==> config.mk <==
export PLATFORM = sky130hd
export DESIGN_NAME = savg_attr
export DESIGN_NICKNAME = d
export VERILOG_FILES = /design/src/hw/rtl/savg_pkg.sv /design/src/hw/rtl/savg_attr.sv
export SDC_FILE = /design/constraint.sdc
export NUM_CORES = 1
export LEC_CHECK = 0
export BUFFER_PORTS_ARGS = -buffer_cell sky130_fd_sc_hd__buf_2
export CELL_PAD_IN_SITES_DETAIL_PLACEMENT = 1
export CELL_PAD_IN_SITES_GLOBAL_PLACEMENT = 1
export CORE_UTILIZATION = 28
export DETAILED_ROUTE_END_ITERATION = 10
export GPL_TIMING_DRIVEN = 0
export PLACE_DENSITY_LB_ADDON = 0.1
export SYNTH_ARGS = -nofsm -noshare
export SYNTH_HDL_FRONTEND = slang
export SYNTH_SLANG_ARGS = --single-unit
==> constraint.sdc <==
create_clock -name clk -period 1.74 [get_ports clk]
set_input_delay 0.348 -clock clk [delete_from_list [all_inputs] [get_ports clk]]
set_output_delay 0.348 -clock clk [all_outputs]
set_load 0.02 [all_outputs]
==> src/hw/rtl/savg_pkg.sv <==
// shared types, constants and helpers for the serial attribute video generator
package savg_pkg;

  localparam int RAM_WINDOW_DEPTH = 16384;
  localparam int RAM_AW = $clog2(RAM_WINDOW_DEPTH);
  localparam logic [16:0] RAM_DEPTH_W = 17'(RAM_WINDOW_DEPTH);
  localparam logic [16:0] WINDOW_BASE = 17'h08000;

  localparam logic CMD_TICK = 1'b0;
  localparam logic CMD_WRITE = 1'b1;

  localparam logic [14:0] PERIOD_50 = 15'(312 * 64);
  localparam logic [14:0] PERIOD_60 = 15'(262 * 64);
  localparam logic [14:0] VS_START_50 = 15'(256 * 64);
  localparam logic [14:0] VS_START_60 = 15'(234 * 64);
  localparam logic [14:0] VS_END_50 = 15'(259 * 64);
  localparam logic [14:0] VS_END_60 = 15'(238 * 64);
  localparam logic [14:0] PIXEL_AREA_END = 15'(224 * 64);
  localparam logic [14:0] BITMAP_AREA_END = 15'(200 * 64);

  localparam logic [15:0] BITMAP_BASE = 16'ha000;
  localparam logic [15:0] TEXT_BASE = 16'hbb80;
  localparam logic [15:0] ROW_BYTES = 16'd40;

  localparam logic [5:0] COL_PIXEL_END = 6'd40;
  localparam logic [5:0] COL_SYNC_START = 6'd48;
  localparam logic [5:0] COL_BURST_START = 6'd54;
  localparam logic [5:0] COL_BLANK_START = 6'd56;

  // attribute groups, bits 4..3 of an attribute byte
  localparam logic [1:0] ATTR_INK = 2'd0;
  localparam logic [1:0] ATTR_CHARSET = 2'd1;
  localparam logic [1:0] ATTR_PAPER = 2'd2;
  localparam logic [1:0] ATTR_MODE = 2'd3;

  localparam logic [2:0] INK_RESET = 3'd7;
  localparam logic [2:0] PAPER_RESET = 3'd0;

  typedef enum logic [1:0] {
    KIND_PIXELS = 2'd0,
    KIND_BLANK  = 2'd1,
    KIND_SYNC   = 2'd2,
    KIND_BURST  = 2'd3
  } kind_t;

  typedef struct packed {
    kind_t      kind;
    logic [5:0] col;
    logic [8:0] line;
    logic       bitmap;
  } tick_t;

  typedef struct packed {
    logic [7:0] ctl;
    logic [2:0] paper;
    logic [2:0] ink;
    logic       kill;
  } shade_t;

  function automatic logic [RAM_AW-1:0] ram_index(input logic [15:0] addr);
    logic [16:0] diff;
    diff = {1'b0, addr} - WINDOW_BASE;
    return diff[RAM_AW-1:0];
  endfunction

  // attribute colour codes are bit reversed into rgb
  function automatic logic [2:0] attr_colour(input logic [2:0] v);
    return {v[0], v[1], v[2]};
  endfunction

  // font base bits 15..10: graphics 0x9800/0x9c00, text 0xb400/0xb800
  function automatic logic [5:0] font_page(input logic gm, input logic alt);
    logic [5:0] page;
    if (gm) begin
      page = alt ? 6'h27 : 6'h26;
    end else begin
      page = alt ? 6'h2e : 6'h2d;
    end
    return page;
  endfunction

endpackage

==> src/hw/rtl/savg_attr.sv <==
// serial attribute state, font address and column colours
module savg_attr (
  input  logic                        clk,
  input  logic                        rst_n,
  input  logic                        upd,
  input  savg_pkg::tick_t             tick,
  input  logic [7:0]                  ctl,
  input  logic                        blink_phase,
  output logic                        gm_fwd,
  output logic                        next_sixty,
  output logic [savg_pkg::RAM_AW-1:0] font_addr,
  output savg_pkg::shade_t            shade
);

  logic [2:0] ink_r, ink_nxt;
  logic [2:0] paper_r, paper_nxt;
  logic       alt_r, alt_nxt;
  logic       dh_r, dh_nxt;
  logic       blink_r, blink_nxt;
  logic       gm_r, gm_nxt;
  logic       n60_r, n60_nxt;
  logic       fgm_r, fgm_nxt;
  logic       falt_r, falt_nxt;

  logic       col0;
  logic       is_attr;
  logic [2:0] ink_e, paper_e;
  logic       alt_e, dh_e, blink_e, fgm_e, falt_e;
  logic [2:0] fl;
  logic [2:0] inv;

  assign col0 = (tick.col == '0);
  assign is_attr = (ctl[6:5] == 2'b00);

  // column zero restores the line defaults and relatches the font base
  assign ink_e = col0 ? savg_pkg::INK_RESET : ink_r;
  assign paper_e = col0 ? savg_pkg::PAPER_RESET : paper_r;
  assign alt_e = col0 ? 1'b0 : alt_r;
  assign dh_e = col0 ? 1'b0 : dh_r;
  assign blink_e = col0 ? 1'b0 : blink_r;
  assign fgm_e = col0 ? gm_r : fgm_r;
  assign falt_e = col0 ? 1'b0 : falt_r;

  assign fl = dh_e ? tick.line[3:1] : tick.line[2:0];
  assign font_addr = savg_pkg::ram_index({savg_pkg::font_page(fgm_e, falt_e), ctl[6:0], fl});

  always_comb begin
    ink_nxt = ink_e;
    paper_nxt = paper_e;
    alt_nxt = alt_e;
    dh_nxt = dh_e;
    blink_nxt = blink_e;
    gm_nxt = gm_r;
    n60_nxt = n60_r;
    fgm_nxt = fgm_e;
    falt_nxt = falt_e;
    if (is_attr) begin
      case (ctl[4:3])
        savg_pkg::ATTR_INK: begin
          ink_nxt = savg_pkg::attr_colour(ctl[2:0]);
        end
        savg_pkg::ATTR_CHARSET: begin
          alt_nxt = ctl[0];
          dh_nxt = ctl[1];
          blink_nxt = ctl[2];
          fgm_nxt = gm_r;
          falt_nxt = ctl[0];
        end
        savg_pkg::ATTR_PAPER: begin
          paper_nxt = savg_pkg::attr_colour(ctl[2:0]);
        end
        savg_pkg::ATTR_MODE: begin
          gm_nxt = ctl[2];
          n60_nxt = !ctl[1];
        end
        default: begin
          ink_nxt = ink_e;
        end
      endcase
    end
  end

  // the next column's first read is chosen before this column's update lands
  assign gm_fwd = upd ? gm_nxt : gm_r;
  assign next_sixty = n60_r;

  assign inv = {3{ctl[7]}};
  assign shade.ctl = ctl;
  assign shade.paper = paper_nxt ^ inv;
  assign shade.ink = (is_attr ? paper_nxt : ink_e) ^ inv;
  assign shade.kill = blink_e && blink_phase;

  always_ff @(posedge clk) begin
    if (!rst_n) begin
      ink_r <= savg_pkg::INK_RESET;
      paper_r <= savg_pkg::PAPER_RESET;
      alt_r <= 1'b0;
      dh_r <= 1'b0;
      blink_r <= 1'b0;
      gm_r <= 1'b0;
      n60_r <= 1'b0;
      fgm_r <= 1'b0;
      falt_r <= 1'b0;
    end else if (upd) begin
      ink_r <= ink_nxt;
      paper_r <= paper_nxt;
      alt_r <= alt_nxt;
      dh_r <= dh_nxt;
      blink_r <= blink_nxt;
      gm_r <= gm_nxt;
      n60_r <= n60_nxt;
      fgm_r <= fgm_nxt;
      falt_r <= falt_nxt;
    end
  end

endmodule

==> metrics.cfg <==
[sta]
fin_skew_ns=0.0000108
setup_slack_ns=-0.142
rsz0062_at_grt=yes
finalCritPeriodShare_pct=108
drv_slew=0
holdWs_ns=0.382
hold_viol_final=0
fin_crit_ns=1.88
timing.fmax_mhz=531
setup_viol=7

[route]
drc=0
ant_nets=0
routed_wl_um=3580
dr.pass1.iters=4
viasPerCell=4.97
drt-initial-drc-count=54
avgRoutedWirePerCell_um=15.9
dr_total_vias=1118

[floorplanning]
ios=61
core_region_area_sq_um=3100
initial_core_util_pct=30.1
die_w_um=59.7
die_y_um=59.7
fp.dieArea_sq_um=3570
rows=20

[cts]
h-tree-depth=1
cts_tree=built
clk_pin_slew_ns=0.07
clock_latency_ns=0.28
cts.sinks=12
cts_buffers=3
ctsRootBufferMaster=clkbuf_4
clk_path_buf_depth=2
cts-hold-fix-buffers=0

[global_routing]
grtUsageTotal_pct=21.7
antenna_found_initial=0
grt_pass1_vias=1146
grt_pass1_wl_um=5650
grt_overflow=0
grt_max_degree=11

[power]
pwr-share-seq_pct=36.5
peakVddDrop_uv=472
p_sw_uw=275
combPwrFrac_pct=40.3
p_leak_nw=0.760
p_clk_share_pct=23.1
switching_share_pct=34.7
internal-power_uw=516
p_per_area_nw_per_um2=476

[synth]
synth_top_cell_by_area=dfxtp_1
synth-xor-area-share_pct=2.82
synth_top_family_by_area=compound AO/OA/AOI/OAI gates
ys_ff_latch=12
ys.flop_type=dfxtp_1
synth.area.mux_share_pct=6.97
synth-edff-count=0
synth-simple-area-share_pct=18.8
synthArstFlopShare_pct=0
ys_warn_count=0
synth_area_leaders=dfxtp_1 (26%), buf_4 (13%), mux2_2 (4.8%)
synth_area_per_cell_sq_um=8.33
synthAdderAreaFrac_pct=1.34
syn-num-nets=143
syn_inst=112
yosys.area.top_type_share_pct=25.7
seq_area_frac_synth_pct=25.7
netlist_area_sq_um=933
synth.distinct_cells=33
synth_compound_area_share_pct=28.2

[finish]
utilization_pct=53.5
diodes=0
drive_above_1_share_pct=65.2
nets=214
syn2layout_area_growth_pct=77.9

[flow_run]
cap_violations=0

[place]
io_buffers=50
hpwl_um=2190
dp_slack_ns=-0.568
place.gp.congestion=0.735

[worst_setup_path]
cp-start-kind=primary input
end_kind=output port
path_class=in2out
critPathArrivalTime_ns=1.53
cp_max_fo=5
crit_required_ns=1.39

[outcome]
violations=negative setup slack
status=complete, but fails checks

[hold_path]
hold_path_class=in2reg

sequential cells by signal, indices dropped and copies added (netlist names):
signal,cells
ink_r,3
paper_r,3
blink_r,1
dh_r,1
falt_r,1
fgm_r,1
gm_r,1
next_sixty,1
metal layers:
metal	share of wire [%]	track usage, %	wire length (um)
met1	40	24.2	1430
met4	0.73	6.64	26
met3	4.5	4.98	160
met5	0	0	0
met2	55	40.3	1970
critical path, stage by stage:
cell	delay, ns
buf_8	0.10
nor4b_4	0.27
buf_6	0.17
a31oi_4	0.05
a221o_1	0.34
o211ai_1	0.09
buf_4	0.17
layout by cell type (no fill, tap or decap), types with 3 or more instances in the layout:
master and count:
o21ai_0 6, a32o_1 3, a21oi_1 6, buf_6 16, xnor2_2 3, buf_2 33
a22oi_2 3, mux2_4 3, nand2_1 5, a221o_1 3, nand3_1 3, nor2_1 6
a21o_1 3, dfxtp_1 12, o211ai_1 3, clkbuf_4 3, or2_2 3, nor2_4 3
buf_4 32
synth_stat cells (all sizes together), types with 2 or more instances:
library cell,count
nand3,4
inv,3
mux2,4
xnor2,3
buf,18
mux2i,2
a221o,3
or2,3
a21o,4
a221oi,3
a32o,3
nor2,10
a21oi,6
o21ai,6
o211ai,3
or4,2
clkbuf,2
dfxtp,12
a22oi,3
nand2,7
what timing repair did:
item,CTS,global route
setup buffers,15,2
gates cloned,1,0
pin swaps,14,9
endpoints found under the hold margin,0,0
gates resized for setup,33,25
endpoints found under the setup margin,12,16
kinds of logic (layout without fill, tap and decap cells):
kind of cell / count (synthesis) / after routing
compound gates: 34 / 35
simple gates: 32 / 32
buf+inv: 23 / 91
flops: 12 / 12
mux: 6 / 6
xor+xnor: 3 / 3
fa+ha+maj: 1 / 1
other cells: 1 / 1
cell type report:
type | instances | area [sq um]
inverters | 3 | 11.3
flip-flops and latches | 12 | 240
plain buffers | 20 | 144
well taps | 44 | 55.1
clock buffers | 3 | 22.5
multi-input cells | 78 | 708
repair buffers | 65 | 479
fillers | 392 | 1440
power groups by stage:
stage               clock network, mW  registers, mW  logic, mW
finish                          0.183          0.289      0.319
global route                    0.197          0.290      0.341
CTS                             0.181          0.288      0.297
detailed placement                  0          0.294      0.249
global placement                    0          0.293      0.244
floorplan                           0          0.292      0.157
per-stage QoR:
step	setup TNS, ns	instances	power, mW	instance area, sq um
after floorplan	-0.297	112	0.450	976
after global placement	-4.38	206	0.537	1280
after detailed placement	-4.94	206	0.543	1280
after CTS	-0.728	225	0.766	1570
after global routing	-1.34	225	0.828	1660
final	-0.644	225	0.791	1660
final timing paths:
check,start,to,slack (ns),depth (start not counted)
hold reg to reg,next_sixty,next_sixty,0.48,2
setup / recovery,ctl[3],shade[2],-0.14,7
hold / removal,rst_n,dh_r,0.38,2
setup reg to reg,gm_r,gm_r,0.86,2
(Power assumes the default switching activity.)
