===== config.mk =====
export PLATFORM = sky130hd
export DESIGN_NAME = savg_scan
export DESIGN_NICKNAME = d
export VERILOG_FILES = /design/src/hw/rtl/savg_pkg.sv /design/src/hw/rtl/savg_scan.sv
export SDC_FILE = /design/constraint.sdc
export NUM_CORES = 1
export LEC_CHECK = 0
export ABC_AREA = 1
export BUFFER_PORTS_ARGS = -buffer_cell sky130_fd_sc_hd__buf_2
export CAP_MARGIN = 20
export CORE_ASPECT_RATIO = 2
export CORE_MARGIN = 5
export CORE_UTILIZATION = 30
export CTS_CLUSTER_SIZE = 12
export DETAILED_ROUTE_END_ITERATION = 7
export PLACE_DENSITY = 0.57
export SYNTH_ARGS = -nofsm -noshare
export SYNTH_HDL_FRONTEND = slang
export SYNTH_SLANG_ARGS = --single-unit

===== constraint.sdc =====
create_clock -name clk -period 6.8 [get_ports clk]
set_input_delay 1.02 -clock clk [delete_from_list [all_inputs] [get_ports clk]]
set_output_delay 1.02 -clock clk [all_outputs]
set_load 0.01 [all_outputs]

===== src/hw/rtl/savg_pkg.sv =====
// shared types, constants and helpers for the serial attribute video generator
package savg_pkg;

  localparam int RAM_WINDOW_DEPTH = 16384;
  localparam int RAM_AW = $clog2(RAM_WINDOW_DEPTH);
  localparam logic [16:0] RAM_DEPTH_W = 17'(RAM_WINDOW_DEPTH);
  localparam logic [16:0] WINDOW_BASE = 17'h08000;

  localparam logic CMD_TICK = 1'b0;
  localparam logic CMD_WRITE = 1'b1;

  localparam logic [14:0] PERIOD_50 = 15'(312 * 64);
  localparam logic [14:0] PERIOD_60 = 15'(262 * 64);
  localparam logic [14:0] VS_START_50 = 15'(256 * 64);
  localparam logic [14:0] VS_START_60 = 15'(234 * 64);
  localparam logic [14:0] VS_END_50 = 15'(259 * 64);
  localparam logic [14:0] VS_END_60 = 15'(238 * 64);
  localparam logic [14:0] PIXEL_AREA_END = 15'(224 * 64);
  localparam logic [14:0] BITMAP_AREA_END = 15'(200 * 64);

  localparam logic [15:0] BITMAP_BASE = 16'ha000;
  localparam logic [15:0] TEXT_BASE = 16'hbb80;
  localparam logic [15:0] ROW_BYTES = 16'd40;

  localparam logic [5:0] COL_PIXEL_END = 6'd40;
  localparam logic [5:0] COL_SYNC_START = 6'd48;
  localparam logic [5:0] COL_BURST_START = 6'd54;
  localparam logic [5:0] COL_BLANK_START = 6'd56;

  // attribute groups, bits 4..3 of an attribute byte
  localparam logic [1:0] ATTR_INK = 2'd0;
  localparam logic [1:0] ATTR_CHARSET = 2'd1;
  localparam logic [1:0] ATTR_PAPER = 2'd2;
  localparam logic [1:0] ATTR_MODE = 2'd3;

  localparam logic [2:0] INK_RESET = 3'd7;
  localparam logic [2:0] PAPER_RESET = 3'd0;

  typedef enum logic [1:0] {
    KIND_PIXELS = 2'd0,
    KIND_BLANK  = 2'd1,
    KIND_SYNC   = 2'd2,
    KIND_BURST  = 2'd3
  } kind_t;

  typedef struct packed {
    kind_t      kind;
    logic [5:0] col;
    logic [8:0] line;
    logic       bitmap;
  } tick_t;

  typedef struct packed {
    logic [7:0] ctl;
    logic [2:0] paper;
    logic [2:0] ink;
    logic       kill;
  } shade_t;

  function automatic logic [RAM_AW-1:0] ram_index(input logic [15:0] addr);
    logic [16:0] diff;
    diff = {1'b0, addr} - WINDOW_BASE;
    return diff[RAM_AW-1:0];
  endfunction

  // attribute colour codes are bit reversed into rgb
  function automatic logic [2:0] attr_colour(input logic [2:0] v);
    return {v[0], v[1], v[2]};
  endfunction

  // font base bits 15..10: graphics 0x9800/0x9c00, text 0xb400/0xb800
  function automatic logic [5:0] font_page(input logic gm, input logic alt);
    logic [5:0] page;
    if (gm) begin
      page = alt ? 6'h27 : 6'h26;
    end else begin
      page = alt ? 6'h2e : 6'h2d;
    end
    return page;
  endfunction

endpackage


===== src/hw/rtl/savg_scan.sv =====
// scan position, frame rate and frame count; signal kind and first ram address
module savg_scan (
  input  logic                        clk,
  input  logic                        rst_n,
  input  logic                        tick_acc,
  input  logic                        gm_fwd,
  input  logic                        next_sixty,
  output savg_pkg::tick_t             tick,
  output logic [savg_pkg::RAM_AW-1:0] rd_addr,
  output logic                        blink_phase
);

  logic [14:0] pos_r, pos_nxt;
  logic        fis_r, fis_nxt;
  logic [5:0]  fcnt_r, fcnt_nxt;

  logic [5:0]  col;
  logic [8:0]  line;
  logic        frame_start;
  logic        fis_eff;
  logic [14:0] last_pos;
  logic [14:0] vs, ve;
  logic        bitmap;
  logic [15:0] bm_addr, txt_addr;

  assign col = pos_r[5:0];
  assign line = pos_r[14:6];
  assign frame_start = (pos_r == '0);
  assign fis_eff = frame_start ? next_sixty : fis_r;
  assign last_pos = (fis_eff ? savg_pkg::PERIOD_60 : savg_pkg::PERIOD_50) - 15'd1;
  assign vs = fis_r ? savg_pkg::VS_START_60 : savg_pkg::VS_START_50;
  assign ve = fis_r ? savg_pkg::VS_END_60 : savg_pkg::VS_END_50;
  assign bitmap = gm_fwd && (pos_r < savg_pkg::BITMAP_AREA_END);
  assign blink_phase = fcnt_r[5];

  assign bm_addr = savg_pkg::BITMAP_BASE + 16'(line) * savg_pkg::ROW_BYTES + 16'(col);
  assign txt_addr = savg_pkg::TEXT_BASE + 16'(pos_r[14:9]) * savg_pkg::ROW_BYTES
                    + 16'(col);
  assign rd_addr = savg_pkg::ram_index(bitmap ? bm_addr : txt_addr);

  always_comb begin
    tick.col = col;
    tick.line = line;
    tick.bitmap = bitmap;
    if (pos_r >= vs && pos_r < ve) begin
      tick.kind = savg_pkg::KIND_SYNC;
    end else if (pos_r < savg_pkg::PIXEL_AREA_END && col < savg_pkg::COL_PIXEL_END) begin
      tick.kind = savg_pkg::KIND_PIXELS;
    end else if (col < savg_pkg::COL_SYNC_START) begin
      tick.kind = savg_pkg::KIND_BLANK;
    end else if (col < savg_pkg::COL_BURST_START) begin
      tick.kind = savg_pkg::KIND_SYNC;
    end else if (col < savg_pkg::COL_BLANK_START) begin
      tick.kind = savg_pkg::KIND_BURST;
    end else begin
      tick.kind = savg_pkg::KIND_BLANK;
    end
  end

  always_comb begin
    pos_nxt = pos_r;
    fis_nxt = fis_r;
    fcnt_nxt = fcnt_r;
    if (tick_acc) begin
      pos_nxt = (pos_r == last_pos) ? '0 : pos_r + 15'd1;
      if (frame_start) begin
        fis_nxt = next_sixty;
        fcnt_nxt = fcnt_r + 6'd1;
      end
    end
  end

  always_ff @(posedge clk) begin
    if (!rst_n) begin
      pos_r <= '0;
      fis_r <= 1'b0;
      fcnt_r <= '0;
    end else begin
      pos_r <= pos_nxt;
      fis_r <= fis_nxt;
      fcnt_r <= fcnt_nxt;
    end
  end

endmodule


==> reports/qor_table.md, run 1 <==
| Parameter | This run |
|---|---|
| Outcome | complete, no violations |
| Detailed Place HPWL | 6330 µm |
| DR WL/cell | 14.0 µm |
| Minimum clock period after layout | 4.00 ns |
| First-pass GRT wire length | 12,400 µm |
| Vias | 2,635 |
| Leakage power total | 0.00155 µW |
| Synth Flop Type | sky130_fd_sc_hd__dfxtp_1 |
| Count of distinct cell types in the synthesized netlist | 38 |
| Antenna violations before repair | 0 |
| Clock input transition at the sequential cells of the worst setup and hold paths | 0.06 ns |
| Clock buffers created by TritonCTS | 3 |
| Most frequent cell after synthesis | sky130_fd_sc_hd__nand2_1 |
| Layout fillers | 973 |
| Buffer depth of the longest clock path | 2 |
| Launch point of the worst reg-to-reg path | pos_r[0] |
| Nets in the synthesized netlist | 440 |
| Largest net degree at the start of global routing | 15 |
| Clock latency reported for the late side of the worst-skew pair | 0.27 ns |
| Top cells by area, synth | sky130_fd_sc_hd__dfxtp_1 17%, sky130_fd_sc_hd__nand2_1 15%, sky130_fd_sc_hd__ha_1 15% |
| Routed wire length | 7420 µm |
| Post-cts resize count | 0 |
| Max IR drop VDD | 0.147 mV |
| Initial Util | 30.2% |
| Number of optimization iterations in the first detailed-route pass | 4 |
| Root buf cell | sky130_fd_sc_hd__clkbuf_16 |
| Antenna diode count | 0 |
| Most used standard cells in the synthesized netlist | 101 x sky130_fd_sc_hd__nand2_1, 51 x sky130_fd_sc_hd__inv_1, 43 x sky130_fd_sc_hd__nor2_1 |
| Share of the clock period used by the worst path | 58.8% |
| Count of flip-flops with a built-in enable after synthesis | 0 |
| Capture point of the worst path | rd_addr[12] |
| Proportion of synthesized flip-flops having asynchronous set or reset | 0% |
| Number of routed nets with antenna violations | 0 |
| Total power | 351 µW |
| Total Nets Final | 470 |
| Worst-case headroom to the max-slew limit | 67.0% |
| Unrepaired setup endpoints after global routing | false |
| Nature of the critical path endpoint | output port |
| Die height | 141 µm |
| Library cell occupying the most area in the post-synthesis netlist | sky130_fd_sc_hd__dfxtp_1 |
| Mean number of vias per cell | 4.97 |
| Critical register-to-register path endpoint | pos_r[14] |
| Share of synthesized area occupied by flip-flops and latches | 17.1% |
| CTS tree | done |
| Post-CTS Repair Setup Buffers | 0 |
| Detailed Route Iter0 Violations | 115 |
| CTS H-Tree Depth | 1 |
| Startpoint types | register |
| Row count | 48 |
| Total of endpoints with negative setup slack in the final report | 0 |
| Maximum clock frequency | 250 MHz |
| Via count of the first global-routing pass | 2,755 |
| # clock sinks | 22 |
| Reg-to-reg slack, setup | 4.94 ns |
| Layout area overhead | 12.5% |
| Transition time at the pin with the least slew margin | 0.493 ns |
| Post-synth top area share | 17.1% |
| GRT Resource Usage Total | 15.0% |
| RD Place Congestion | 0.886 |
| Summed instance area of the synthesized netlist | 2580 µm² |
| Max-cap viol count | 0 |
| Area of the core region | 8530 µm² |
| Total global routing overflow | 0 |
| Hold WC Path Type | register to register |
| Synth Warn # | 0 |
| Total die area | 10,700 µm² |
| Number of hold buffers added after cts | 0 |
| Setup TNS | 0 ns |
| Worst endpoint required time | 5.78 ns |
| Count of final hold-check violations | 0 |
| Kind of critical path | register to output port |
| Worst endpoint data arrival time | 2.98 ns |
| Worst-path fanout max | 10 |
| Proportion of layout cells with a drive suffix above 1 | 14.4% |
| Remaining design rule violation count | 0 |
| Pins Over Slew Limit | 0 |
| Count of mapped cells out of synthesis | 401 |
| Die Width | 75.5 µm |
| Power density normalized to cell area | 121 nW/µm² |
| Depth of the worst register-to-register path | 9 |
| I/O pin total | 38 |
| Mapped Avg Cell Area | 6.42 µm² |
| Number of synthesized register bits | 22 |
| Launching instance or port of the critical path | pos_r[9] |
| Count of input and output buffers | 37 |
| Skew final | 0.00212 ns |
-- worst min-delay path by stage --
stage                          from   endpoint  slack (ns)  cells after the start
after floorplan           fcnt_r[0]  fcnt_r[0]        0.46                      2
after global placement    fcnt_r[5]  fcnt_r[5]        0.45                      2
after detailed placement  fcnt_r[5]  fcnt_r[5]        0.46                      2
after CTS                 fcnt_r[5]  fcnt_r[5]        0.47                      2
after global routing      fcnt_r[5]  fcnt_r[5]        0.51                      2
final                     fcnt_r[5]  fcnt_r[5]        0.46                      2
-- critical path, stage by stage, from the launching register on --
cell and delay, ns:
sky130_fd_sc_hd__dfxtp_1 0.55, sky130_fd_sc_hd__ha_1 0.31, sky130_fd_sc_hd__ha_1 0.22, sky130_fd_sc_hd__fa_1 0.55, sky130_fd_sc_hd__nand4_1 0.10, sky130_fd_sc_hd__o21ai_0 0.30, sky130_fd_sc_hd__nand2_1 0.11, sky130_fd_sc_hd__nor2_1 0.18
sky130_fd_sc_hd__nand2_1 0.08, sky130_fd_sc_hd__nand2_1 0.05, sky130_fd_sc_hd__nand3_1 0.06, sky130_fd_sc_hd__nand2_1 0.07, sky130_fd_sc_hd__buf_2 0.12
-- sequential cells by signal, summed over array words and instances (netlist names) --
name,flops
pos_r,15
fcnt_r,6
fis_r,1
-- layout by cell type (no fill, tap or decap), drive strengths merged, types with 6 or more instances in the layout --
cell type | netlist | routed
o21ai | 20 | 20
xor2 | 10 | 10
nor2 | 52 | 52
nand3b | 6 | 6
nor3 | 6 | 6
nand4 | 12 | 12
inv | 54 | 54
buf | 11 | 37
nand3 | 33 | 33
nand2 | 104 | 104
ha | 30 | 30
dfxtp | 22 | 22
a21oi | 17 | 17
-- routing by layer --
| metal | global-route usage [%] | vias to the layer above | share of wire [%] |
|---|---|---|---|
| met5 | 0 | - | 0 |
| met4 | 9.31 | 0 | 5.1 |
| met3 | 1.21 | 23 | 2.3 |
| met2 | 29.1 | 48 | 58 |
| met1 | 13.9 | 1185 | 35 |
| li1 | - | 1379 | - |
-- report_power, final --
group          internal [µW]  leakage, µW  total (µW)  switching, µW
Sequential               132     0.000178         137           4.55
Clock                    117    0.0000511         169           51.8
Combinational           16.7      0.00132        45.3           28.6
Total                    266      0.00155         351           84.9
-- cell type report --
cell class | instances | area, µm² | area share [%]
Clock buffer | 3 | 75.1 | 2.59
Clock inverter | 1 | 30.0 | 1.04
Inverter | 54 | 203 | 6.99
Multi-Input combinational cell | 313 | 1840 | 63.5
Sequential cell | 22 | 440 | 15.2
Tap cell | 100 | 125 | 4.32
Timing Repair Buffer | 37 | 185 | 6.39
-- per-stage QoR --
stage / util, % / hold slack [ns] / std cells / setup slack (ns) / instance area, µm²
2_1_floorplan: - / 0.459 / 401 / 3.40 / 2580
3_3_place_gp: 32.8 / 0.448 / 526 / 3.17 / 2790
3_5_place_dp: 32.8 / 0.456 / 526 / 3.10 / 2790
4_1_cts: 34.0 / 0.468 / 530 / 2.81 / 2900
5_1_grt: 34.0 / 0.507 / 530 / 2.58 / 2900
6_report: 34.0 / 0.464 / 530 / 2.80 / 2900
-- logic make-up (layout without fill, tap and decap cells) --
logic type               count (synthesis)  count (layout)  synth area share, %
AO/OA/AOI/OAI                           48              48                 10.3
XOR/XNOR                                14              14                 4.76
adder cells (fa/ha/maj)                 34              34                 17.7
buffers and inverters                   66              95                 11.5
flip-flops                              22              22                 17.1
multiplexers                             1               1                0.389
AND/OR/NAND/NOR                        216             216                 38.3
No activity file was read; power rests on OpenSTA's default activity.
==> run 2, diff against run 1 <==
ABC_AREA = 0   (was 1)
PLACE_DENSITY = 0.58   (was 0.57)
clock period = 3.75 ns   (was 6.8 ns; I/O delays follow)
==> run 2 against run 1 <==
- register-to-register slack got worse by 3.5 ns
- largest cell class unchanged
- worst setup slack lost 2.6 ns
- critical endpoint is now rd_addr[13]
- hold slack better by 0.042 ns
==> reports/qor_table.md, run 2 <==
| Parameter | This run | vs previous |
|---|---|---|
| Outcome | complete, no violations | unchanged |
| Count of distinct cell types in the synthesized netlist | 46 | was 38 |
| Total global routing overflow | 0 | unchanged |
| Placed Cells | 419 | was 526 |
| Layout area overhead | 16.3% | was 12.5% |
| Mean number of vias per cell | 5.13 | was 4.97 |
| Depth of the worst register-to-register path | 9 | unchanged |
| Antenna diode count | 0 | unchanged |
| # clock sinks | 22 | unchanged |
| Proportion of synthesized flip-flops having asynchronous set or reset | 0% | unchanged |
| Most used standard cells in the synthesized netlist | 30 x sky130_fd_sc_hd__ha_1, 30 x sky130_fd_sc_hd__nand2_1, 24 x sky130_fd_sc_hd__nor2_1 | was 101 x sky130_fd_sc_hd__nand2_1, 51 x sky130_fd_sc_hd__inv_1, 43 x sky130_fd_sc_hd__nor2_1 |
| First-pass GRT wire length | 10,300 µm | was 12,400 µm |
| Detailed Place HPWL | 5160 µm | was 6330 µm |
| Fin Hold WS | 0.506 ns | was 0.464 ns |
| Pins Over Slew Limit | 0 | unchanged |
| Antenna violations before repair | 0 | unchanged |
| Synth Flop Type | sky130_fd_sc_hd__dfxtp_1 | unchanged |
| Top library cells by usage in the layout, fill and taps aside | 37 x sky130_fd_sc_hd__buf_2, 30 x sky130_fd_sc_hd__nand2_1, 30 x sky130_fd_sc_hd__ha_1, 24 x sky130_fd_sc_hd__nor2_1, 22 x sky130_fd_sc_hd__xnor2_1 | was 101 x sky130_fd_sc_hd__nand2_1, 51 x sky130_fd_sc_hd__inv_1, 43 x sky130_fd_sc_hd__nor2_1, 37 x sky130_fd_sc_hd__buf_2, 31 x sky130_fd_sc_hd__nand3_1 |
| Via count of the first global-routing pass | 2,243 | was 2,755 |
| Worst endpoint required time | 3.19 ns | was 5.78 ns |
| CP peak stage delay | 0.53 ns | was 0.55 ns |
| Total die area | 9770 µm² | was 10,700 µm² |
| Post-route non-filler standard cell count | 423 | was 530 |
| Remaining design rule violation count | 0 | unchanged |
| Row count | 45 | was 48 |
| Register containing the most flip-flops in the final layout | pos_r | unchanged |
| Number of cells traversed by the worst hold path | 2 | unchanged |
| Buffer depth of the longest clock path | 2 | unchanged |
| Post-synth top area share | 18.8% | was 17.1% |
| Synth Warn # | 0 | unchanged |
| Relative contribution of the clock network to total power | 45.1% | was 48.1% |
| Total of endpoints with negative setup slack in the final report | 0 | unchanged |
| Die height | 135 µm | was 141 µm |
| RD Place Congestion | 0.848 | was 0.886 |
| Share of synthesized area occupied by flip-flops and latches | 18.8% | was 17.1% |
| Count of final hold-check violations | 0 | unchanged |
| Max-cap viol count | 0 | unchanged |
| Nets in the synthesized netlist | 332 | was 440 |
| Number of optimization iterations in the first detailed-route pass | 4 | unchanged |
| Root buf cell | sky130_fd_sc_hd__clkbuf_16 | unchanged |
| Net Sw Frac | 23.1% | was 24.2% |
| Chain of cells forming the critical path | ha_1, ha_1, inv_1, fa_1, or3b_2, o221ai_1, xnor2_1, xnor2_1, o21ai_0, buf_2 | was ha_1, ha_1, fa_1, nand4_1, o21ai_0, nand2_1, nor2_1, nand2_1, nand2_1, nand3_1, nand2_1, buf_2 |
| Number of synthesized register bits | 22 | unchanged |
| CTS tree | done | unchanged |
| Proportion of layout cells with a drive suffix above 1 | 16.7% | was 14.4% |
| Launch point of the worst reg-to-reg path | pos_r[0] | unchanged |
| Worst endpoint data arrival time | 2.97 ns | was 2.98 ns |
| Combinational group share of total power | 10.8% | was 12.9% |
| Count of input and output buffers | 37 | unchanged |
| Leakage power total | 0.00124 µW | was 0.00155 µW |
| Mapped Avg Cell Area | 7.98 µm² | was 6.42 µm² |
| Routed wire length | 6160 µm | was 7420 µm |
| Total internal power | 427 µW | was 266 µW |
| Commonest non-fill, non-tap cell in the layout | sky130_fd_sc_hd__buf_2 | was sky130_fd_sc_hd__nand2_1 |
| Count of mapped cells out of synthesis | 293 | was 401 |
| Capture point of the worst path | rd_addr[13] | was rd_addr[12] |
| CTS H-Tree Depth | 1 | unchanged |
| Largest net degree at the start of global routing | 19 | was 15 |
| Skew final | 0.00248 ns | was 0.00212 ns |
| Power density normalized to cell area | 204 nW/µm² | was 121 nW/µm² |
| Top cells by area, synth | sky130_fd_sc_hd__dfxtp_1 19%, sky130_fd_sc_hd__ha_1 16%, sky130_fd_sc_hd__xnor2_1 8.2% | was sky130_fd_sc_hd__dfxtp_1 17%, sky130_fd_sc_hd__nand2_1 15%, sky130_fd_sc_hd__ha_1 15% |
| Transition time at the pin with the least slew margin | 0.698 ns | was 0.493 ns |
| Initial Util | 30.8% | was 30.2% |
| Footprint of the flip-flops and latches | 442 µm² | was 440 µm² |
| Unrepaired setup endpoints after global routing | false | unchanged |
| Count of flip-flops with a built-in enable after synthesis | 0 | unchanged |
| Startpoint types | register | unchanged |
| DR WL/cell | 14.6 µm | was 14.0 µm |
| Clock buffers created by TritonCTS | 3 | unchanged |
| Share of the clock period used by the worst path | 94.3% |  |
| Area of the multi-input gates | 1760 µm² | was 1840 µm² |
| Reg-to-reg slack, setup | 1.48 ns | was 4.94 ns |
| Worst-path fanout max | 10 | unchanged |
| Kind of critical path | register to output port | unchanged |
| Sequential cell fraction of total power | 44.1% | was 39.0% |
| Nature of the critical path endpoint | output port | unchanged |
| Detailed Route Iter0 Violations | 55 | was 115 |
| GRT Resource Usage Total | 13.1% | was 15.0% |
| Hold WC Path Type | register to register | unchanged |
| Cell at the slowest stage of the critical path | sky130_fd_sc_hd__dfxtp_1 | unchanged |
| Worst-case headroom to the max-slew limit | 53.1% | was 67.0% |
| Library cell occupying the most area in the post-synthesis netlist | sky130_fd_sc_hd__dfxtp_1 | unchanged |
| Setup TNS | 0 ns | unchanged |
| Total Nets Final | 369 | was 470 |
| Area of the core region | 7600 µm² | was 8530 µm² |
| Die Width | 72.4 µm | was 75.5 µm |
| Number of routed nets with antenna violations | 0 | unchanged |
| Max reg flops | 15 | unchanged |
| Layout fillers | 835 | was 973 |
| Largest registers | pos_r (15), fcnt_r (6), fis_r (1) | unchanged |
| Switching Power | 128 µW | was 84.9 µW |
| Clock latency reported for the late side of the worst-skew pair | 0.26 ns | was 0.27 ns |
| Number of hold buffers added after cts | 0 | unchanged |
| Clock input transition at the sequential cells of the worst setup and hold paths | 0.06 ns | about the same |
| Maximum clock frequency | 283 MHz |  |
| Launching instance or port of the critical path | pos_r[12] | was pos_r[9] |
| Vias | 2,170 | was 2,635 |
| Minimum clock period after layout | 3.54 ns |  |
| I/O pin total | 38 | unchanged |
| Summed instance area of the synthesized netlist | 2340 µm² | was 2580 µm² |
| Core occupancy in the finished layout | 35.8% | was 34.0% |
| Critical register-to-register path endpoint | pos_r[4] | was pos_r[14] |
| Max IR drop VDD | 0.269 mV | was 0.147 mV |
## run 2: per-stage QoR
stage               cell area (µm²)  worst slack (ns)  power (µW)
finish                         2720             0.213         555
global route                   2720            0.0140         581
CTS                            2710            0.0863         562
detailed placement             2620             0.395         311
global placement               2620             0.411         310
floorplan                      2340             0.499         292
## run 2: final cells by class
type | instances | share of cell area, %
Timing Repair Buffer | 45 | 9.02
Sequential cell | 22 | 16.2
Tap cell | 94 | 4.32
Multi-Input combinational cell | 239 | 64.5
Inverter | 19 | 2.62
Clock buffer | 4 | 3.27
## run 2: timing repair
item,4_1_cts,5_1_grt
endpoints found under the setup margin,0,2
setup buffers,0,0
endpoints found under the hold margin,0,0
gates resized for setup,0,3
## run 2: critical path: cells and delay by family, from the launching register on
kind                     cells  cell delay [ns]
AO/OA/AOI/OAI                2             0.34
XOR/XNOR                     2             0.29
adder cells (fa/ha/maj)      3             0.87
buffers and inverters        2             0.24
flip-flops                   1             0.53
AND/OR/NAND/NOR              1             0.46
## run 2: cells by family (layout without fill, tap and decap cells)
group / Yosys count / count (layout) / share of synthesized area, %
xor+xnor: 39 / 39 / 14.6
buf+inv: 32 / 68 / 6.42
mux: 5 / 5 / 2.14
flops: 22 / 22 / 18.8
fa+ha+maj: 34 / 34 / 19.5
compound gates: 49 / 49 / 14.1
simple gates: 112 / 112 / 24.5
## run 2: power by group through the flow
stage	Clock, µW	Combinational, µW	Sequential [µW]
floorplan	0	42.5	249
global placement	0	59.6	250
detailed placement	0	60.5	250
CTS	256	61.0	245
global route	266	68.8	246
finish	250	59.7	245
## run 2: how the worst min path moves through the flow
stage / startpoint / to
floorplan: fcnt_r[1] / fcnt_r[1]
global placement: fcnt_r[1] / fcnt_r[1]
detailed placement: fcnt_r[1] / fcnt_r[1]
CTS: fcnt_r[1] / fcnt_r[1]
global route: fcnt_r[1] / fcnt_r[1]
finish: fcnt_r[1] / fcnt_r[1]
## run 2: routing by layer
layer / vias to the layer above / global-route usage [%] / part of all wire [%]
li1: 1100 / - / -
met1: 1001 / 12.8 / 37
met2: 49 / 26.1 / 57
met3: 20 / 1.49 / 2.7
met4: 0 / 5.85 / 3.7
met5: - / 0 / 0
==> run 3, diff against run 2 <==
CORE_MARGIN = 2   (was 5)
==> run 3 against run 2 <==
- hold slack gained 0.0054 ns
- first-iteration DRC count shrank 3.6%
- utilization grew 0.26 points
- combinational power shrank 1%
- register-to-register slack gained 0.07 ns
- flip-flop and latch count is the same
- largest power group unchanged
- critical endpoint unchanged
- critical path type unchanged
- clock power grew 4%
==> reports/qor_table.md, run 3 (synthesis gave the netlist of run 2 again) <==
| Parameter | This run | vs previous |
|---|---|---|
| Outcome | complete, no violations | unchanged |
| Family of cells with the greatest summed delay on the critical path | adder cells | unchanged |
| Relative contribution of the clock network to total power | 46.2% | was 45.1% |
| Kind of critical path | register to output port | unchanged |
| CTS tree | done | unchanged |
| Minimum clock period after layout | 3.50 ns | was 3.54 ns |
| Total global routing overflow | 0 | unchanged |
| Area of the core region | 7600 µm² | unchanged |
| Skew final | 0.00242 ns | was 0.00248 ns |
| Net Sw Frac | 24.4% | was 23.1% |
| Setup TNS | 0 ns | unchanged |
| Die height | 129 µm | was 135 µm |
| Row count | 45 | unchanged |
| Antenna diode count | 0 | unchanged |
| Transition time at the pin with the least slew margin | 0.759 ns | was 0.698 ns |
| Clock input transition at the sequential cells of the worst setup and hold paths | 0.06 ns | about the same |
| Total buffers and inverters traversed by the critical path | 1 | was 2 |
| CP peak stage delay | 0.54 ns | was 0.53 ns |
| Largest net degree at the start of global routing | 19 | unchanged |
| Maximum clock frequency | 286 MHz | was 283 MHz |
| Detailed Route Iter0 Violations | 53 | was 55 |
| Proportion of layout cells with a drive suffix above 1 | 18.2% | was 16.7% |
| Detailed Place HPWL | 5000 µm | was 5160 µm |
| Number of optimization iterations in the first detailed-route pass | 4 | unchanged |
| Buffer depth of the longest clock path | 2 | unchanged |
| Core occupancy in the finished layout | 36.0% | was 35.8% |
| Leakage power total | 0.00124 µW | about the same |
| Largest registers | pos_r (15), fcnt_r (6), fis_r (1) | unchanged |
| Hold WC Path Type | register to register | unchanged |
| Launch point of the worst reg-to-reg path | pos_r[0] | unchanged |
| Nature of the critical path endpoint | output port | unchanged |
| Footprint of the flip-flops and latches | 443 µm² | was 442 µm² |
| Max Used Layer | met4 | unchanged |
| DR WL/cell | 14.3 µm | was 14.6 µm |
| Startpoint types | register | unchanged |
| Cell at the slowest stage of the critical path | sky130_fd_sc_hd__dfxtp_1 | unchanged |
| Worst endpoint required time | 3.19 ns | about the same |
| Detailed route wirelength on metal2 | 3440 µm | was 3490 µm |
| Combinational group share of total power | 10.5% | was 10.8% |
| Worst Min Path Start | fcnt_r[1] | unchanged |
| Worst-case headroom to the max-slew limit | 49.0% | was 53.1% |
| Vias | 2,191 | was 2,170 |
| Antenna violations before repair | 0 | unchanged |
| Number of routed nets with antenna violations | 0 | unchanged |
| Worst-path fanout max | 9 | was 10 |
| Pins Over Slew Limit | 0 | unchanged |
| Total die area | 8560 µm² | was 9770 µm² |
| Power density normalized to cell area | 206 nW/µm² | was 204 nW/µm² |
| Max IR drop VDD | 0.274 mV | was 0.269 mV |
| I/O pin total | 38 | unchanged |
| Share of the clock period used by the worst path | 93.3% | was 94.3% |
| Layout fillers | 816 | was 835 |
| End point of the most critical hold path | fcnt_r[1] | unchanged |
| Critical register-to-register path endpoint | pos_r[14] | was pos_r[4] |
| Post-Place Setup Slack | 0.388 ns | was 0.395 ns |
| Root buf cell | sky130_fd_sc_hd__clkbuf_16 | unchanged |
| Number of cells traversed by the worst hold path | 2 | unchanged |
| Count of input and output buffers | 37 | unchanged |
| GRT Resource Usage Total | 15.1% | was 13.1% |
| Remaining design rule violation count | 0 | unchanged |
| First-pass GRT wire length | 9870 µm | was 10,300 µm |
| Met3 wirelength from detailed routing | 207 µm | was 169 µm |
| Layout area overhead | 17.2% | was 16.3% |
| Commonest non-fill, non-tap cell in the layout | sky130_fd_sc_hd__buf_2 | unchanged |
| Top library cells by usage in the layout, fill and taps aside | 37 x sky130_fd_sc_hd__buf_2, 30 x sky130_fd_sc_hd__nand2_1, 29 x sky130_fd_sc_hd__ha_1, 24 x sky130_fd_sc_hd__nor2_1, 22 x sky130_fd_sc_hd__xnor2_1 | was 37 x sky130_fd_sc_hd__buf_2, 30 x sky130_fd_sc_hd__nand2_1, 30 x sky130_fd_sc_hd__ha_1, 24 x sky130_fd_sc_hd__nor2_1, 22 x sky130_fd_sc_hd__xnor2_1 |
| Via count of the first global-routing pass | 2,187 | was 2,243 |
| Register containing the most flip-flops in the final layout | pos_r | unchanged |
| Total Nets Final | 370 | was 369 |
| Switching Power | 138 µW | was 128 µW |
| Max-cap viol count | 0 | unchanged |
| Setup ws final | 0.251 ns | was 0.213 ns |
| RD Place Congestion | 0.843 | was 0.848 |
| Reg-to-reg slack, setup | 1.55 ns | was 1.48 ns |
| Routed wire length | 6080 µm | was 6160 µm |
| CTS H-Tree Depth | 1 | unchanged |
| Total power | 565 µW | was 555 µW |
| Most Frequent Cell on Critical Path | sky130_fd_sc_hd__ha_1 |  |
| Max reg flops | 15 | unchanged |
| Worst endpoint data arrival time | 2.94 ns | was 2.97 ns |
| Die Width | 66.4 µm | was 72.4 µm |
| Count of final hold-check violations | 0 | unchanged |
| Sequential cell fraction of total power | 43.4% | was 44.1% |
| Metal-1 WL | 2190 µm | was 2270 µm |
| Area of the multi-input gates | 1770 µm² | was 1760 µm² |
| Total internal power | 427 µW | about the same |
| Fin Hold WS | 0.511 ns | was 0.506 ns |
| Total of endpoints with negative setup slack in the final report | 0 | unchanged |
| Clock buffers created by TritonCTS | 3 | unchanged |
| Depth of the worst register-to-register path | 9 | unchanged |
| Chain of cells forming the critical path | ha_1, ha_1, nand3_1, o211a_1, o311ai_1, nand4_1, xnor2_1, o21ai_0, buf_2 | was ha_1, ha_1, inv_1, fa_1, or3b_2, o221ai_1, xnor2_1, xnor2_1, o21ai_0, buf_2 |
| Clock latency reported for the late side of the worst-skew pair | 0.27 ns | was 0.26 ns |
| Mean number of vias per cell | 5.17 | was 5.13 |
| Initial Util | 30.8% | unchanged |
| # clock sinks | 22 | unchanged |
[run 3: cell types whose count changed in the layout (fill, tap and decap cells not counted), sizes merged]
cell	before	now
buf	45	46
[run 3: metal layers]
metal / global-route usage (%) / vias up
met1: 14.1 / 1011
met2: 29.5 / 62
li1: - / 1102
met3: 2.01 / 16
met4: 8.52 / 0
met5: 0 / -
[run 3: what timing repair did]
| item | 4_1_cts | 5_1_grt |
|---|---|---|
| gates resized for setup | 0 | 7 |
| hold buffers | 0 | 0 |
| buffers inserted | 0 | 1 |
| setup endpoints to repair | 0 | 2 |
[run 3: layout make-up]
| type | count | area share [%] |
|---|---|---|
| Clock buffer | 4 | 3.24 |
| Inverter | 19 | 2.60 |
| Multi-Input combinational cell | 239 | 64.5 |
| Sequential cell | 22 | 16.2 |
| Tap cell | 94 | 4.29 |
| Timing Repair Buffer | 46 | 9.22 |
[run 3: power by group through the flow]
stage,Clock [µW],Sequential [µW],Combinational [µW]
after floorplan,0,249,42.5
after global placement,0,250,59.4
after detailed placement,0,250,60.0
after CTS,264,245,60.3
after global routing,274,246,67.7
final,261,245,59.1
[run 3: worst max-delay path by stage]
stage	from	endpoint	depth (start not counted)
final	pos_r[13]	rd_addr[13]	9
after global routing	pos_r[13]	rd_addr[13]	9
after CTS	pos_r[11]	rd_addr[13]	9
after detailed placement	pos_r[11]	rd_addr[11]	10
after global placement	pos_r[10]	rd_addr[11]	11
after floorplan	pos_r[9]	rd_addr[13]	9
[run 3: stage by stage]
step           std cells  cell area (µm²)
6_report             424             2740
5_1_grt              424             2740
4_1_cts              423             2710
3_5_place_dp         419             2620
3_3_place_gp         419             2620
2_1_floorplan        293             2340
[run 3: worst min-delay path: stages, from the launching register on]
cell,delay (ns)
sky130_fd_sc_hd__dfxtp_1,0.32
sky130_fd_sc_hd__o21ai_0,0.07
sky130_fd_sc_hd__a21boi_0,0.08
